===== src/clsc_pkg.sv =====
`timescale 1ns / 1ps
// ----------------------------------------------------------------------------
// clsc_pkg
// Shared constants, codes and types of the config line syntax checker.
// ----------------------------------------------------------------------------
package clsc_pkg;

	localparam int IDENT_BUFFER = 50;
	localparam int ARG_BUFFER   = 480;
	localparam int MAX_BUFFER   = (IDENT_BUFFER > ARG_BUFFER) ? IDENT_BUFFER : ARG_BUFFER;
	localparam int LEN_W        = $clog2(MAX_BUFFER);

	localparam int PHASE_W = 4;
	localparam int STATUS_W = 4;
	localparam int TAG_W = 2;

	// parse phases
	localparam logic [PHASE_W-1:0] PH_START      = 4'd0;
	localparam logic [PHASE_W-1:0] PH_IDENT      = 4'd1;
	localparam logic [PHASE_W-1:0] PH_AFTER_ID   = 4'd2;
	localparam logic [PHASE_W-1:0] PH_AFTER_EQ   = 4'd3;
	localparam logic [PHASE_W-1:0] PH_ARG        = 4'd4;
	localparam logic [PHASE_W-1:0] PH_AFTER_ARG  = 4'd5;
	localparam logic [PHASE_W-1:0] PH_AFTER_SEMI = 4'd6;
	localparam logic [PHASE_W-1:0] PH_COMMENT    = 4'd7;
	localparam logic [PHASE_W-1:0] PH_ERROR      = 4'd8;

	// line status codes
	localparam logic [STATUS_W-1:0] ST_OK       = 4'd0;
	localparam logic [STATUS_W-1:0] ST_LEADING  = 4'd1;
	localparam logic [STATUS_W-1:0] ST_ID_LONG  = 4'd2;
	localparam logic [STATUS_W-1:0] ST_NO_EQ    = 4'd3;
	localparam logic [STATUS_W-1:0] ST_NO_QUOTE = 4'd4;
	localparam logic [STATUS_W-1:0] ST_ARG_LONG = 4'd5;
	localparam logic [STATUS_W-1:0] ST_UNTERM   = 4'd6;
	localparam logic [STATUS_W-1:0] ST_NO_SEMI  = 4'd7;
	localparam logic [STATUS_W-1:0] ST_TRAILING = 4'd8;

	// result tags
	localparam logic [TAG_W-1:0] TAG_IDENT  = 2'd0;
	localparam logic [TAG_W-1:0] TAG_ARG    = 2'd1;
	localparam logic [TAG_W-1:0] TAG_STATUS = 2'd2;

	// input kinds
	localparam logic KIND_CHAR = 1'b0;
	localparam logic KIND_EOL  = 1'b1;

	localparam logic [7:0] CH_EQ    = 8'h3d;
	localparam logic [7:0] CH_QUOTE = 8'h22;
	localparam logic [7:0] CH_SEMI  = 8'h3b;
	localparam logic [7:0] CH_HASH  = 8'h23;
	localparam logic [7:0] CH_UNDER = 8'h5f;

	typedef struct packed {
		logic is_ident;
		logic is_blank;
		logic is_eq;
		logic is_quote;
		logic is_semi;
		logic is_hash;
	} char_class_t;

	typedef struct packed {
		logic                valid;
		logic [TAG_W-1:0]    tag;
		logic [7:0]          data;
		logic [STATUS_W-1:0] status;
	} result_t;

endpackage


===== src/clsc_parser.sv =====
`timescale 1ns / 1ps
// ----------------------------------------------------------------------------
// clsc_parser
// Line phase, first error and length counter, with the result of one word.
// ----------------------------------------------------------------------------
module clsc_parser import clsc_pkg::*; (
	input  logic        clk,
	input  logic        arst_n,
	input  logic        step,
	input  logic        kind,
	input  logic [7:0]  char_byte,
	input  char_class_t cls,
	output result_t     res
);

	localparam logic [LEN_W:0] ID_LIMIT  = (LEN_W+1)'(IDENT_BUFFER - 1);
	localparam logic [LEN_W:0] ARG_LIMIT = (LEN_W+1)'(ARG_BUFFER - 1);
	localparam logic [LEN_W:0] ONE       = (LEN_W+1)'(1);

	logic [PHASE_W-1:0]  phase_q, phase_d;
	logic [STATUS_W-1:0] err_q, err_d;
	logic [LEN_W-1:0]    count_q, count_d;
	logic [LEN_W:0]      cnt_inc;

	assign cnt_inc = {1'b0, count_q} + ONE;

	always_comb begin
		phase_d    = phase_q;
		err_d      = err_q;
		count_d    = count_q;
		res.valid  = 1'b0;
		res.tag    = TAG_IDENT;
		res.data   = 8'd0;
		res.status = ST_OK;

		if (kind == KIND_EOL) begin
			res.valid = 1'b1;
			res.tag   = TAG_STATUS;
			case (phase_q)
				PH_START:                 res.status = ST_LEADING;
				PH_IDENT, PH_AFTER_ID:    res.status = ST_NO_EQ;
				PH_AFTER_EQ:              res.status = ST_NO_QUOTE;
				PH_ARG:                   res.status = ST_UNTERM;
				PH_AFTER_ARG:             res.status = ST_NO_SEMI;
				PH_AFTER_SEMI, PH_COMMENT: res.status = ST_OK;
				default:                  res.status = err_q;
			endcase
			phase_d = PH_START;
			err_d   = ST_OK;
			count_d = '0;
		end else begin
			case (phase_q)
				PH_START: begin
					if (!cls.is_ident) begin
						phase_d = PH_ERROR;
						err_d   = ST_LEADING;
					end else if (ONE >= ID_LIMIT) begin
						phase_d = PH_ERROR;
						err_d   = ST_ID_LONG;
						count_d = LEN_W'(1);
					end else begin
						phase_d   = PH_IDENT;
						count_d   = LEN_W'(1);
						res.valid = 1'b1;
						res.data  = char_byte;
					end
				end
				PH_IDENT: begin
					if (cls.is_ident) begin
						count_d = cnt_inc[LEN_W-1:0];
						if (cnt_inc >= ID_LIMIT) begin
							phase_d = PH_ERROR;
							err_d   = ST_ID_LONG;
						end else begin
							res.valid = 1'b1;
							res.data  = char_byte;
						end
					end else if (cls.is_eq) begin
						phase_d = PH_AFTER_EQ;
					end else if (cls.is_blank) begin
						phase_d = PH_AFTER_ID;
					end else begin
						phase_d = PH_ERROR;
						err_d   = ST_NO_EQ;
					end
				end
				PH_AFTER_ID: begin
					if (cls.is_eq) begin
						phase_d = PH_AFTER_EQ;
					end else if (!cls.is_blank) begin
						phase_d = PH_ERROR;
						err_d   = ST_NO_EQ;
					end
				end
				PH_AFTER_EQ: begin
					if (cls.is_quote) begin
						phase_d = PH_ARG;
						count_d = '0;
					end else if (!cls.is_blank) begin
						phase_d = PH_ERROR;
						err_d   = ST_NO_QUOTE;
					end
				end
				PH_ARG: begin
					if (cls.is_quote) begin
						phase_d = PH_AFTER_ARG;
					end else begin
						count_d = cnt_inc[LEN_W-1:0];
						if (cnt_inc >= ARG_LIMIT) begin
							phase_d = PH_ERROR;
							err_d   = ST_ARG_LONG;
						end else begin
							res.valid = 1'b1;
							res.tag   = TAG_ARG;
							res.data  = char_byte;
						end
					end
				end
				PH_AFTER_ARG: begin
					if (cls.is_semi) begin
						phase_d = PH_AFTER_SEMI;
					end else if (!cls.is_blank) begin
						phase_d = PH_ERROR;
						err_d   = ST_NO_SEMI;
					end
				end
				PH_AFTER_SEMI: begin
					if (cls.is_hash) begin
						phase_d = PH_COMMENT;
					end else if (!cls.is_blank) begin
						phase_d = PH_ERROR;
						err_d   = ST_TRAILING;
					end
				end
				default: begin
					// comment or error: ignore the rest of the line
				end
			endcase
		end
	end

	always_ff @(posedge clk or negedge arst_n) begin
		if (!arst_n) begin
			phase_q <= PH_START;
			err_q   <= ST_OK;
			count_q <= '0;
		end else if (step) begin
			phase_q <= phase_d;
			err_q   <= err_d;
			count_q <= count_d;
		end
	end

endmodule


===== config.mk =====
export PLATFORM = sky130hd
export DESIGN_NAME = clsc_parser
export DESIGN_NICKNAME = d
export VERILOG_FILES = /design/src/clsc_pkg.sv /design/src/clsc_parser.sv
export SDC_FILE = /design/constraint.sdc
export NUM_CORES = 1
export LEC_CHECK = 0
export BUFFER_PORTS_ARGS = -buffer_cell sky130_fd_sc_hd__buf_2
export CORE_ASPECT_RATIO = 1.5
export CORE_MARGIN = 5
export CORE_UTILIZATION = 45
export CTS_CLUSTER_DIAMETER = 50
export DETAILED_ROUTE_END_ITERATION = 8
export GPL_TIMING_DRIVEN = 0
export PLACE_DENSITY = 0.76
export SYNTH_ARGS = -nofsm -noshare
export SYNTH_HDL_FRONTEND = slang
export SYNTH_SLANG_ARGS = --single-unit

===== constraint.sdc =====
create_clock -name clk -period 2.5 [get_ports clk]
set_clock_uncertainty 0.1 [all_clocks]
set_input_delay 0.25 -clock clk [delete_from_list [all_inputs] [get_ports clk]]
set_output_delay 0.25 -clock clk [all_outputs]
set_load 0.01 [all_outputs]

==> results_dict.tcl <==
set metrics [dict create \
    status "finished, violations left" \
    violations "setup timing" \
    numPortBuffers 32 \
    yosysSeqAreaShare 0.2314 \
    setup_violations 13 \
    cp_max_fo 8 \
    drtIter0Drc 184 \
    met3WireLength_um 407 \
    holdCritPathClass "in -> reg" \
    slew_viol_final 0 \
    ys_ff_latch 17 \
    path_buf_inv 3 \
    floorplan.initialDensity 0.4643 \
    power_switching_mw 0.4769 \
    hold_slack_ns 0.2288 \
    p_per_area_mw_per_mm2 465.1 \
    hpwl_mm 4.343 \
    wl_met1_mm 2.306 \
    path_clk_slew_ns 0.06 \
    max_freq_mhz 350.1 \
    clock_path_buffers 2 \
    seqPwrFrac 0.289 \
    fin_area_mm2 0.002401 \
    async_flop_share 1.000 \
    path_class "reg -> out" \
    area_delta_synth_final_pct 30.63 \
    peakVddDrop_mv 0.3292 \
    drc_errors 0 \
    placed_area_mm2 0.002054 \
    crit_family "compound AO/OA/AOI/OAI gates" \
    p_leak_nw 1.034 \
    gp_congestion 0.9926 \
    finalHoldViolations 0 \
    avgViaCountPerCell 6.370 \
    avgSynthCellArea_um2 7.180 \
    grt_pass1_vias 2217 \
    synth_area_leader_cell "dfrtp_1" \
    top_layer "met4" \
    crit_path_end_kind "output port" \
    layout-drive-gt1-share 0.3269 \
    slowest_stage "dfrtp_1" \
    grt_use_total 0.2213 \
    synthCells 256 \
    drt_wl_total_mm 6.283 \
    layout_common_cells "buf_2, nor2_1, o21ai_0" \
    min_period_ns 2.856 \
    synth_ff_type "dfrtp_1" \
    yosys_warnings 0 \
    rsz0062_at_grt "yes" \
    min-delay-start "kind" \
    ant_nets 0 \
    maxCapViolations 0 \
    numCtsBuffers 3 \
    tns_ns -3.415 \
    yosys.area.top_type_share 0.2314 \
    cp-startpoint "count_q[0]" \
    critPathMaxStageDelay_ns 0.41 \
    rows 28 \
    overflow 0 \
    grt_start_max_net_pins 18 \
    firstDrtPassIters 5 \
    power_mw 1.117 \
    synth_nets 277 \
    clock_sinks 17 \
    final_common_cell "buf_2" \
    fill_cells 358 \
    cts_tree "built" \
    wire_per_inst_um 17.75 \
    pwr-share-clk 0.188 \
    cp-start-kind "flop" \
    layout.nets 331 \
    final_cells 354 \
    yosys-top-cells-area "dfrtp_1, o21ai_0, nor2_1" \
    tightest_slew_ns 0.5632 \
    switching_share 0.4270 \
    insertedDiodeCount 0 \
    ios 33 \
    core_area_mm2 0.003959 \
    clockRootBuffer "clkbuf_8" \
    synth_cell_types 55 \
    slew_headroom 0.6246 \
    period_share 1.143 \
    syn_area_mm2 0.001838 \
    place_inst 333 \
    critPathRequiredTime_ns 2.15 \
    cts_max_level 1 \
    p_int_mw 0.6398 \
    fin_ws_ns -0.3564 \
    die-height_um 88.28 \
    p_comb_frac 0.522 \
    synth_edf_count 0 \
    path_cells "buf_6 > inv_2 > ha_4 > a21oi_2 > o2111a_1 > a221oi_2 > nor3_2 > o21ai_2 > a221oi_4 > and2_1 > buf_2" \
    antenna_found_initial 0 \
    critPathArrivalTime_ns 2.51 \
    rr_startpoint "count_q[0]" \
    die_w_um 62.18 \
    insertion_delay_ns 0.25 \
    die-area_mm2 0.005489 \
    grt_pass1_wl_mm 10.08 \
    vias 2255 \
    met2_length_mm 3.237 \
]
[flip-flops by register name (all words and copies together) (netlist names)]
register / flops
count_q: 9
phase_q: 4
err_q: 4
[cell families (layout without fill, tap and decap cells)]
family / Yosys count / in the layout / synth area share
AO/OA/AOI/OAI: 86 / 86 / 0.3281
adder cells (fa/ha/maj): 3 / 3 / 0.02042
buffers and inverters: 35 / 88 / 0.08509
flip-flops: 17 / 17 / 0.2315
multiplexers: 5 / 5 / 0.02791
AND/OR/NAND/NOR: 110 / 110 / 0.3070
[cells in the mapped netlist, types with 2 or more instances]
| library cell | count |
|---|---|
| inv_1 | 13 |
| nor2_1 | 29 |
| a221oi_2 | 2 |
| o21ai_0 | 26 |
| buf_2 | 8 |
| a21oi_1 | 14 |
| buf_4 | 2 |
| nand2_1 | 20 |
| clkbuf_1 | 10 |
| nand2b_1 | 4 |
| a21o_1 | 2 |
| nor3_1 | 6 |
| a211o_1 | 2 |
| nand3_1 | 14 |
| o22ai_1 | 7 |
| and4_1 | 2 |
| a32oi_1 | 2 |
| dfrtp_1 | 17 |
| mux2i_1 | 4 |
| nand4_1 | 2 |
| a211oi_1 | 3 |
| o41ai_1 | 2 |
| nor2b_1 | 8 |
| a22o_1 | 2 |
| a311oi_1 | 2 |
| o31ai_1 | 6 |
| and3_1 | 7 |
| ha_1 | 3 |
| and2_1 | 10 |
| or3_1 | 2 |
[final timing paths]
| check | end | slack, ns | cells after the start |
|---|---|---|---|
| hold / removal | count_q[0] | 0.23 | 2 |
| hold reg to reg | err_q[3] | 0.39 | 1 |
| setup / recovery | res[10] | -0.36 | 11 |
| min in group asynchronous | count_q[7] | 0.35 | 2 |
| setup reg to reg | phase_q[2] | -0.09 | 9 |
| max in group asynchronous | count_q[4] | 1.65 | 2 |
[worst reg2reg max path: cells and delay by family, from the launching register on]
| kind | cells | cell delay (ns) |
|---|---|---|
| AO/OA/AOI/OAI | 3 | 0.96 |
| AND/OR/NAND/NOR | 4 | 0.70 |
| flip-flops | 1 | 0.41 |
| buffers and inverters | 2 | 0.31 |
[stage by stage]
step | setup slack [ns] | util
after floorplan | 0.1133 | -
after global placement | -0.3662 | 0.5190
after detailed placement | -0.3621 | 0.5190
after CTS | -0.2768 | 0.5790
after global routing | -0.4430 | 0.6065
final | -0.3564 | 0.6065
[power groups by stage]
stage	Combinational, mW	Sequential, mW	Clock (mW)
after floorplan	0.325	0.317	0
after global placement	0.458	0.323	0
after detailed placement	0.461	0.324	0
after CTS	0.526	0.320	0.211
after global routing	0.633	0.326	0.224
final	0.583	0.323	0.210
[layout make-up]
type	count	area (um^2)	share of cell area
multi-input cells	204	1389	0.5784
flip-flops and latches	17	427.9	0.1782
repair buffers	49	302.8	0.1261
plain buffers	21	127.6	0.05315
well taps	45	56.30	0.02345
inverters	14	52.55	0.02189
clock buffers	4	45.04	0.01876
[layer usage]
metal,vias to the layer above,global-route usage
met5,-,0
met4,0,0.1400
met3,34,0.01906
met2,137,0.4066
met1,1039,0.2437
li1,1045,-
[repair_timing]
action | 4_1_cts | 5_1_grt
setup buffers | 13 | 3
gates resized for setup | 23 | 24
endpoints found under the setup margin | 18 | 26
pin swaps | 12 | 11
hold buffers | 1 | 0
hold endpoints to repair | 17 | 0
(Power assumes the default switching activity.)
